<file path="src/design/tbr_pkg.sv">
`default_nettype none
package tbr_pkg;

  // opcode values of an input request
  localparam logic OP_BOX  = 1'b0;
  localparam logic OP_PAIR = 1'b1;

  // queue between front and back
  localparam int Q_DEPTH = 4;
  localparam int QAW     = 2;

  // saturation limits of the box fields
  localparam int POS_MAX  = 2047;
  localparam int NEG_MAG  = 2048;
  localparam int LEN_MAX  = 2047;
  localparam int LIM_SHIFT = 6;   // eight sigma squared is 64

  typedef struct packed {
    logic              opcode;
    logic signed [11:0] box_left;
    logic signed [11:0] box_top;
    logic [10:0]       box_width;
    logic [10:0]       box_height;
    logic [15:0]       before_x;
    logic [15:0]       before_y;
    logic [15:0]       after_x;
    logic [15:0]       after_y;
    logic              last_pair;
  } in_t;

  typedef struct packed {
    logic signed [11:0] new_left;
    logic signed [11:0] new_top;
    logic [10:0]       new_width;
    logic [10:0]       new_height;
    logic [8:0]        kept_count;
    logic              degenerate;
  } out_t;

  // request class decided by the front
  typedef enum logic [1:0] {
    CMD_BOX   = 2'd0,
    CMD_PAIR  = 2'd1,
    CMD_CLOSE = 2'd2
  } cmd_kind_t;

  typedef struct packed {
    cmd_kind_t         kind;
    logic signed [11:0] box_left;
    logic signed [11:0] box_top;
    logic [10:0]       box_width;
    logic [10:0]       box_height;
    logic [63:0]       pair;      // {before_x, before_y, after_x, after_y}
  } cmd_t;

endpackage
`default_nettype wire

</file>
<file path="src/design/tbr_front.sv">
`default_nettype none
module tbr_front (
  input  wire logic           clk,
  input  wire logic           rst_n,
  input  wire logic           in_valid,
  output logic                in_stall,
  input  wire tbr_pkg::in_t   in_data,
  output logic                q_valid,
  input  wire logic           q_pop,
  output tbr_pkg::cmd_t       q_cmd
);

  tbr_pkg::cmd_t             fifo_r [tbr_pkg::Q_DEPTH];
  logic [tbr_pkg::QAW-1:0]   wp_r, rp_r;
  logic [tbr_pkg::QAW:0]     fill_r;
  tbr_pkg::cmd_t             cls;
  logic                      push;

  // classify the incoming request
  always_comb begin
    cls.box_left   = in_data.box_left;
    cls.box_top    = in_data.box_top;
    cls.box_width  = in_data.box_width;
    cls.box_height = in_data.box_height;
    cls.pair       = {in_data.before_x, in_data.before_y, in_data.after_x, in_data.after_y};
    if (in_data.opcode == tbr_pkg::OP_BOX) begin
      cls.kind = tbr_pkg::CMD_BOX;
    end else if (in_data.last_pair) begin
      cls.kind = tbr_pkg::CMD_CLOSE;
    end else begin
      cls.kind = tbr_pkg::CMD_PAIR;
    end
  end

  assign in_stall = (fill_r == (tbr_pkg::QAW+1)'(tbr_pkg::Q_DEPTH));
  assign push     = in_valid && !in_stall;
  assign q_valid  = (fill_r != '0);
  assign q_cmd    = fifo_r[rp_r];

  // queue pointers
  always_ff @(posedge clk) begin
    if (!rst_n) begin
      wp_r   <= '0;
      rp_r   <= '0;
      fill_r <= '0;
    end else begin
      if (push) wp_r <= wp_r + 1'b1;
      if (q_pop && q_valid) rp_r <= rp_r + 1'b1;
      if (push && !(q_pop && q_valid)) begin
        fill_r <= fill_r + 1'b1;
      end else if (!push && q_pop && q_valid) begin
        fill_r <= fill_r - 1'b1;
      end
    end
  end

  // queue storage
  always_ff @(posedge clk) begin
    if (push) fifo_r[wp_r] <= cls;
  end

endmodule
`default_nettype wire

</file>
<file path="config.mk">
export PLATFORM = sky130hd
export DESIGN_NAME = tbr_front
export DESIGN_NICKNAME = d
export VERILOG_FILES = /design/src/design/tbr_pkg.sv /design/src/design/tbr_front.sv
export SDC_FILE = /design/constraint.sdc
export NUM_CORES = 1
export LEC_CHECK = 0
export ABC_AREA = 1
export BUFFER_PORTS_ARGS = -buffer_cell sky130_fd_sc_hd__buf_2
export CORE_MARGIN = 2
export CORE_UTILIZATION = 55
export CTS_CLUSTER_DIAMETER = 150
export DETAILED_ROUTE_END_ITERATION = 10
export PLACE_DENSITY = 0.77
export SLEW_MARGIN = 0
export SYNTH_ARGS = -nofsm -noshare
export SYNTH_HDL_FRONTEND = slang
export SYNTH_SLANG_ARGS = --single-unit
</file>
<file path="constraint.sdc">
create_clock -name clk -period 10.74 [get_ports clk]
set_clock_uncertainty 0.15 [all_clocks]
set_input_delay 2.685 -clock clk [delete_from_list [all_inputs] [get_ports clk]]
set_output_delay 2.685 -clock clk [all_outputs]
set_load 0.02 [all_outputs]
</file>
==> results of run 1 <==
[state kept, by name, summed over array words and instances, names as in the netlist, named ones only]
register and cells:
fifo_r 448, fill_r 3, rp_r 2, wp_r 2
[power by group through the flow]
| stage | Clock, mW | Sequential (mW) | Combinational [mW] |
|---|---|---|---|
| floorplan | 0 | 2.26 | 0.853 |
| global placement | 0 | 2.28 | 1.15 |
| detailed placement | 0 | 2.29 | 1.17 |
| CTS | 1.38 | 2.25 | 1.18 |
| global route | 1.46 | 2.27 | 1.28 |
| finish | 1.36 | 2.25 | 1.17 |
[routing by layer]
layer,vias to the layer above,track usage,share of wire,wire length (µm)
li1,4770,-,-,-
met1,5068,0.2974,0.42,15100
met2,385,0.3429,0.47,16870
met3,60,0.05093,0.079,2802
met4,12,0.05968,0.021,736
met5,-,0,0.0019,67
[layout make-up]
type	instances	area (µm²)	share of cell area
Antenna cell	6	15.01	0.0007643
Clock buffer	59	1179	0.06000
Clock inverter	17	78.83	0.004012
Inverter	18	76.32	0.003885
Multi-Input combinational cell	602	2924	0.1488
Sequential cell	457	13640	0.6944
Tap cell	396	495.5	0.02522
Timing Repair Buffer	241	1236	0.06293
[worst max-delay path, delay by kind of cell, from the launching register on]
| family | cells | cell delay [ps] |
|---|---|---|
| flip-flops | 1 | 1050 |
| AO/OA/AOI/OAI | 2 | 600 |
| buffers and inverters | 2 | 1180 |
[how the worst max path moves through the flow]
stage,start,end,cells past startpoint
2_1_floorplan,in_valid,fifo_r[0][0],3
3_3_place_gp,register,q_cmd[96],5
3_5_place_dp,register,q_cmd[111],5
4_1_cts,register,q_cmd[111],5
5_1_grt,register,q_cmd[96],5
6_report,register,q_cmd[41],4
[placed cells by master, fill, tap and decap left out, drive strengths merged]
cell type,instances
nand3,3
ha,4
a21oi,7
nand2,10
fa,1
diode,6
clkbuf,59
dfxtp,9
nor2,235
edfxtp,448
buf,241
o21ai,230
inv,17
o22ai,112
clkinv,18
[synthesized netlist by cell type (7+ instances only)]
library cell  count  area share
inv_1            16      0.0035
a21oi_1           7      0.0021
o21ai_0         180       0.053
nand2_1          10      0.0022
dfxtp_1           9       0.011
nor2_1          234       0.051
clkbuf_1         40      0.0088
buf_6            18       0.012
buf_2             8      0.0023
o21ai_1          50       0.015
edfxtp_1        448        0.79
o22ai_1         112       0.041
[cells by family (layout without fill, tap and decap cells)]
| family | after synthesis | in the layout | synth area share |
|---|---|---|---|
| flops | 457 | 457 | 0.7983 |
| buf+inv | 92 | 335 | 0.03224 |
| other cells | 0 | 6 | 0 |
| compound gates | 349 | 349 | 0.1105 |
| simple gates | 248 | 248 | 0.05488 |
| fa+ha+maj | 5 | 5 | 0.004103 |
[metrics by stage]
stage                     total power, mW  std cells
after floorplan                     3.115       1151
after global placement              3.433       1714
after detailed placement            3.464       1714
after CTS                           4.815       1790
after global routing                5.004       1794
final                               4.785       1796
==> impl_metrics.ini, run 1 <==
[status]
status = completed

[logic_synthesis]
synth_nets = 1272
synth.avg_cell_area_um2 = 14.84
post_synth_instance_area_um2 = 17080
ys_seq_elements = 457
synthArstFlopShare = 0
synth_edf_count = 448
yosysUniqueCellTypes = 22
synth_cells = 1151
ys_seq_area_frac = 0.7983
ys.flop_type = edfxtp_1
ys_warn_count = 0

[pwr]
pwr-share-seq = 0.471
combPwrFrac = 0.245
net-switching-power_mw = 1.528
ir_drop_v = 0.0001471
power_density_nw_per_um2 = 243.6
pwr-share-clk = 0.285
power.leakage_nw = 6.840
p_int_mw = 3.257
switching_share = 0.3194

[floorplanning]
num_rows = 64
die_x_um = 180.2
start_util = 0.5583
coreArea_um2 = 30590
die_height_um = 180.2
num_io_pins = 230
dieArea_um2 = 32480

[setup_path]
crit_slowest_cell = dfxtp_4
crit_fanout = 116
crit_type = register to primary output
r2r_slack_ps = 8100
path_cells = buf_4 > o21ai_0 > o22ai_1 > buf_2
max_stage_delay_ps = 1050
cp.required_ps = 7910
r2r_end = fifo_r[1][77]
crit_arrival_ps = 3510
r2r_cells = 5
rr_startpoint = fill_r[0]
end_kind = primary output
start_kind = register

[drt]
drtPass1Iterations = 5
wire_per_inst_um = 19.81
ant_nets = 0
viasPerCell = 5.732
drt_wl_total_um = 35570
route.detailed.drc = 0
dr_total_vias = 10300
drt_iter0_drc = 989

[layout]
utilization = 0.6422
fin_nets = 1485
drive_above_1_share = 0.2181
n_fill_cell = 2220
area_growth_pct = 15.03
finalInstanceArea_um2 = 19650

[clock_tree]
htree_num_levels = 2
cts_tree = built
cts_setup_buffers = 0
cts_buffers = 44
postCtsHoldBufs = 0
cts.clk_slew.worst_paths_ps = 60
cts_resized = 0
clock_latency_ps = 520
cts_root_buf = clkbuf_16
cts_sinks = 457
cts.path.max_buffers = 3

[timing]
finalWorstSetupSlack_ps = 4392
setup_viol = 0
fin_crit_sh = 0.5911
worst_pin_slew_ps = 1176
fin_crit_ps = 6348
rsz0062_at_grt = no
final.setup.tns_ps = 0
whs_ps = 311.7
drv_slew = 0
slew_headroom = 0.2162
hold_violations = 0
max_freq_mhz = 157.5

[grt]
grt_pass1_vias = 10120
grt_max_degree = 122
gr-total-overflow = 0
antenna_found_initial = 12
grt_pass1_wl_um = 54830
track_usage = 0.2140

[worst_hold_path]
worstHoldPathCells = 2
hp-start = rp_r[1]
hp-class = register to register

[place]
post-place-ws_ps = 4942
placed_cell_area_um2 = 18370
hpwl_um = 19450
place.gp.congestion = 0.7371
portBuffers = 229

[job]
drv_cap = 0
Note: power is estimated with default switching activity, not from simulation.
==> run 2, diff against run 1 <==
==> constraint.sdc (replaced) <==
create_clock -name clk -period 5.9 [get_ports clk]
set_clock_uncertainty 0.15 [all_clocks]
set_input_delay 1.475 -clock clk [delete_from_list [all_inputs] [get_ports clk]]
set_output_delay 1.475 -clock clk [all_outputs]
set_load 0.02 [all_outputs]
==> run 2 against run 1 <==
Compared with the run above: non-clock buffer count grew 1; critical path type unchanged; wire length shrank 3.1%; sequential power grew 79%; first-iteration DRC count shrank 9.7%; die area is the same; global-route usage shrank 0.52 points; cell count shrank 0.17%; worst setup slack lost 3100 ps; power grew 84%; critical path depth grew 1.
==> impl_metrics.ini, run 2 (synthesis results as in run 1) <==
[drt]
drtPass1Iterations = 5
dr_total_vias = 10090
ant_nets = 0
viasPerCell = 5.629
drt_iter0_drc = 893
route.detailed.drc = 0
drt_wl_total_um = 34490
wire_per_inst_um = 19.23

[floorplanning]
num_rows = 64
die_x_um = 180.2
num_io_pins = 230
coreArea_um2 = 30590
start_util = 0.5583
dieArea_um2 = 32480
die_height_um = 180.2

[clock_tree]
clock_latency_ps = 520
postCtsHoldBufs = 0
cts_resized = 0
cts_sinks = 457
cts_setup_buffers = 0
cts_tree = built
cts.clk_slew.worst_paths_ps = 50
htree_num_levels = 2
cts.path.max_buffers = 3
cts_buffers = 44
cts_root_buf = clkbuf_16

[place]
place.gp.congestion = 0.7095
dp_cells = 1715
portBuffers = 229
hpwl_um = 18470

[grt]
track_usage = 0.2088
gr-total-overflow = 0
grt_max_degree = 225
grt_pass1_wl_um = 53520
grt_pass1_vias = 9953
antenna_found_initial = 6

[status]
status = completed

[layout]
area_growth_pct = 15.84
utilization = 0.6467
layoutNonFillerInstCount = 1793
drive_above_1_share = 0.2195
reg_top3 = fifo_r: 448 flops, fill_r: 3 flops
largest_reg_flops = 448
top_register = fifo_r
final_common_cell = edfxtp_1
fin_nets = 1486
final_cell_mix = edfxtp_1, nor2_1, buf_2

[setup_path]
cp.required_ps = 4280
crit_arrival_ps = 2940
crit_type = register to primary output
start_kind = register
end_kind = primary output
crit_fanout = 71

[timing]
fin_crit_ps = 4565
worst_pin_slew_ps = 1197
setup_viol = 0
final.setup.tns_ps = 0
slew_headroom = 0.2018
drv_slew = 0
whs_ps = 319.7
rsz0062_at_grt = no
hold_violations = 0
fin_crit_sh = 0.7737
max_freq_mhz = 219.1

[pwr]
power.total_mw = 8.802
power.leakage_nw = 6.887
power_density_nw_per_um2 = 444.9
ir_drop_v = 0.0003462

[job]
drv_cap = 0

[worst_hold_path]
hp-class = register to register
-- run 2: routing by layer --
layer | up-vias | wire, µm | GRT usage | share of wire
met2 | 366 | 16560 | 0.3420 | 0.48
met5 | - | 27 | 0 | 0.00078
li1 | 4768 | - | - | -
met3 | 56 | 2859 | 0.05133 | 0.083
met1 | 4899 | 14240 | 0.2768 | 0.41
met4 | 4 | 805 | 0.07065 | 0.023
-- run 2: report_power, final --
group	total [mW]	internal, mW	switching [mW]
Sequential	4.03	3.94	0.0947
Clock	2.58	1.50	1.08
Combinational	2.19	0.611	1.58
Total	8.80	6.05	2.75
-- run 2: area by class of cell --
type,count,area (µm²)
repair buffers,242,1319
multi-input cells,602,2924
clock inverters,12,116.4
well taps,396,495.5
inverters,18,76.32
fillers,2159,10810
flip-flops and latches,457,13640
clock buffers,63,1204
diodes,3,7.507
-- run 2: path summary, 6_finish.rpt --
check,slack (ps),startpoint,cells past startpoint,to
max reg2reg,3080,fill_r[0],5,fifo_r[1][23]
min reg2reg,320,rp_r[1],2,register
min,320,rp_r[1],2,register
max,1340,register,5,q_cmd[19]
-- run 2: worst max-delay path, stage by stage (launching register included) --
cell,delay (ps)
dfxtp_4,710
clkinv_2,720
buf_12,470
o21ai_0,160
o22ai_1,140
buf_2,180
-- run 2: metrics by stage --
step	instance area [µm²]	setup slack, ps
5_1_grt	19780	1123
3_3_place_gp	18460	1876
2_1_floorplan	17090	710.1
4_1_cts	19780	1271
3_5_place_dp	18460	1838
6_report	19780	1335
==> run 3, diff against run 2 <==
==> constraint.sdc (replaced) <==
create_clock -name clk -period 4.4 [get_ports clk]
set_clock_uncertainty 0.15 [all_clocks]
set_input_delay 1.1 -clock clk [delete_from_list [all_inputs] [get_ports clk]]
set_output_delay 1.1 -clock clk [all_outputs]
set_load 0.02 [all_outputs]
==> run 3 against run 2 <==
Compared with the run above: sequential power is 34% higher; combinational power up 36%; worst setup slack got worse by 830 ps; via count up 1.2%; global-route usage about the same; wire length is 0.73% higher; die area unchanged; non-clock buffer count increased by 3; cell count rose by 0.17%; first-iteration DRC count is 6.9% lower.
==> impl_metrics.ini, run 3 (synthesis results as in run 1) <==
[status]
status = completed

[layout]
final_cell_mix = edfxtp_1, nor2_1, buf_2
top_register = fifo_r
reg_top3 = fifo_r: 448 flops, fill_r: 3 flops
drive_above_1_share = 0.2251
final_common_cell = edfxtp_1
area_growth_pct = 16.02
largest_reg_flops = 448
fin_nets = 1490

[timing]
fin_crit_sh = 0.8846
fin_crit_ps = 3892
worst_pin_slew_ps = 1047
final.setup.tns_ps = 0
rsz0062_at_grt = no
hold_violations = 0
drv_slew = 0
slew_headroom = 0.3019
max_freq_mhz = 256.9
setup_viol = 0

[floorplanning]
coreArea_um2 = 30590
dieArea_um2 = 32480
die_x_um = 180.2
num_io_pins = 230
start_util = 0.5583
die_height_um = 180.2
num_rows = 64

[clock_tree]
cts.path.max_buffers = 3
postCtsHoldBufs = 0
cts.clk_slew.worst_paths_ps = 60
cts_buffers = 45
htree_num_levels = 2
cts_resized = 0
cts_setup_buffers = 0
cts_sinks = 457
cts_tree = built
cts_root_buf = clkbuf_16
clock_latency_ps = 520

[grt]
grt_pass1_wl_um = 53670
busiest_layer = met2
antenna_found_initial = 7
grt_max_degree = 225
grt_use_met3 = 0.05053
grt_use_met2 = 0.3371
track_usage = 0.2088
grt_pass1_vias = 9903
grt_util_met1 = 0.2852
gr-total-overflow = 0

[place]
portBuffers = 229
hpwl_um = 19150
place.gp.congestion = 0.7339

[drt]
viasPerCell = 5.688
ant_nets = 0
dr_total_vias = 10220
drt_iter0_drc = 831
drt_wl_total_um = 34740
wire_per_inst_um = 19.34
route.detailed.drc = 0
drtPass1Iterations = 6

[setup_path]
crit_fanout = 68
start_kind = register
crit_arrival_ps = 2640
end_kind = primary output
crit_type = register to primary output
cp.required_ps = 3150

[pwr]
power.total_mw = 11.83
power_density_nw_per_um2 = 597.3
ir_drop_v = 0.0004106
power.leakage_nw = 6.909

[job]
drv_cap = 0

[worst_hold_path]
hp-class = register to register
==> run 3: worst paths after layout <==
kind | startpoint | end | slack (ps) | depth (start not counted)
worst max register to register | fill_r[0] | fifo_r[1][71] | 1840 | 5
worst min register to register | rp_r[1] | register | 310 | 2
worst max-delay path | register | q_cmd[14] | 510 | 4
worst min-delay path | rp_r[1] | register | 310 | 2
==> run 3: worst max-delay path, stage by stage (launching register included) <==
cell     delay (ps)
dfxtp_4         800
buf_4           580
o21ai_0         200
o22ai_1         300
buf_2           220
==> run 3: power breakdown <==
part	switching, mW	internal (mW)
registers	0.133	5.28
logic	2.14	0.830
clock network	1.46	2.00
==> run 3: through the flow <==
stage / worst slack [ps] / instances / cell area (µm²) / hold WS (ps) / utilization
2_1_floorplan: -414.9 / 1151 / 17090 / 285.6 / -
3_3_place_gp: 1123 / 1718 / 18480 / 293.2 / 0.6041
5_1_grt: 366.4 / 1793 / 19810 / 336.4 / 0.6475
4_1_cts: 497.6 / 1791 / 19800 / 310.3 / 0.6473
3_5_place_dp: 1061 / 1718 / 18480 / 301.1 / 0.6041
6_report: 507.8 / 1796 / 19810 / 308.1 / 0.6477
==> run 3: routing by layer <==
layer	vias up	routed length, µm
met1	5035	14860
met2	328	16560
met4	4	790
met5	-	27
li1	4788	-
met3	60	2503
==> run 3: layout make-up <==
cell class | count | area, µm²
Sequential cell | 457 | 13640
Inverter | 18 | 76.32
Clock buffer | 57 | 1221
Tap cell | 396 | 495.5
Multi-Input combinational cell | 602 | 2924
Timing Repair Buffer | 245 | 1341
Fill cell | 2177 | 10780
Antenna cell | 5 | 12.51
Clock inverter | 16 | 102.6
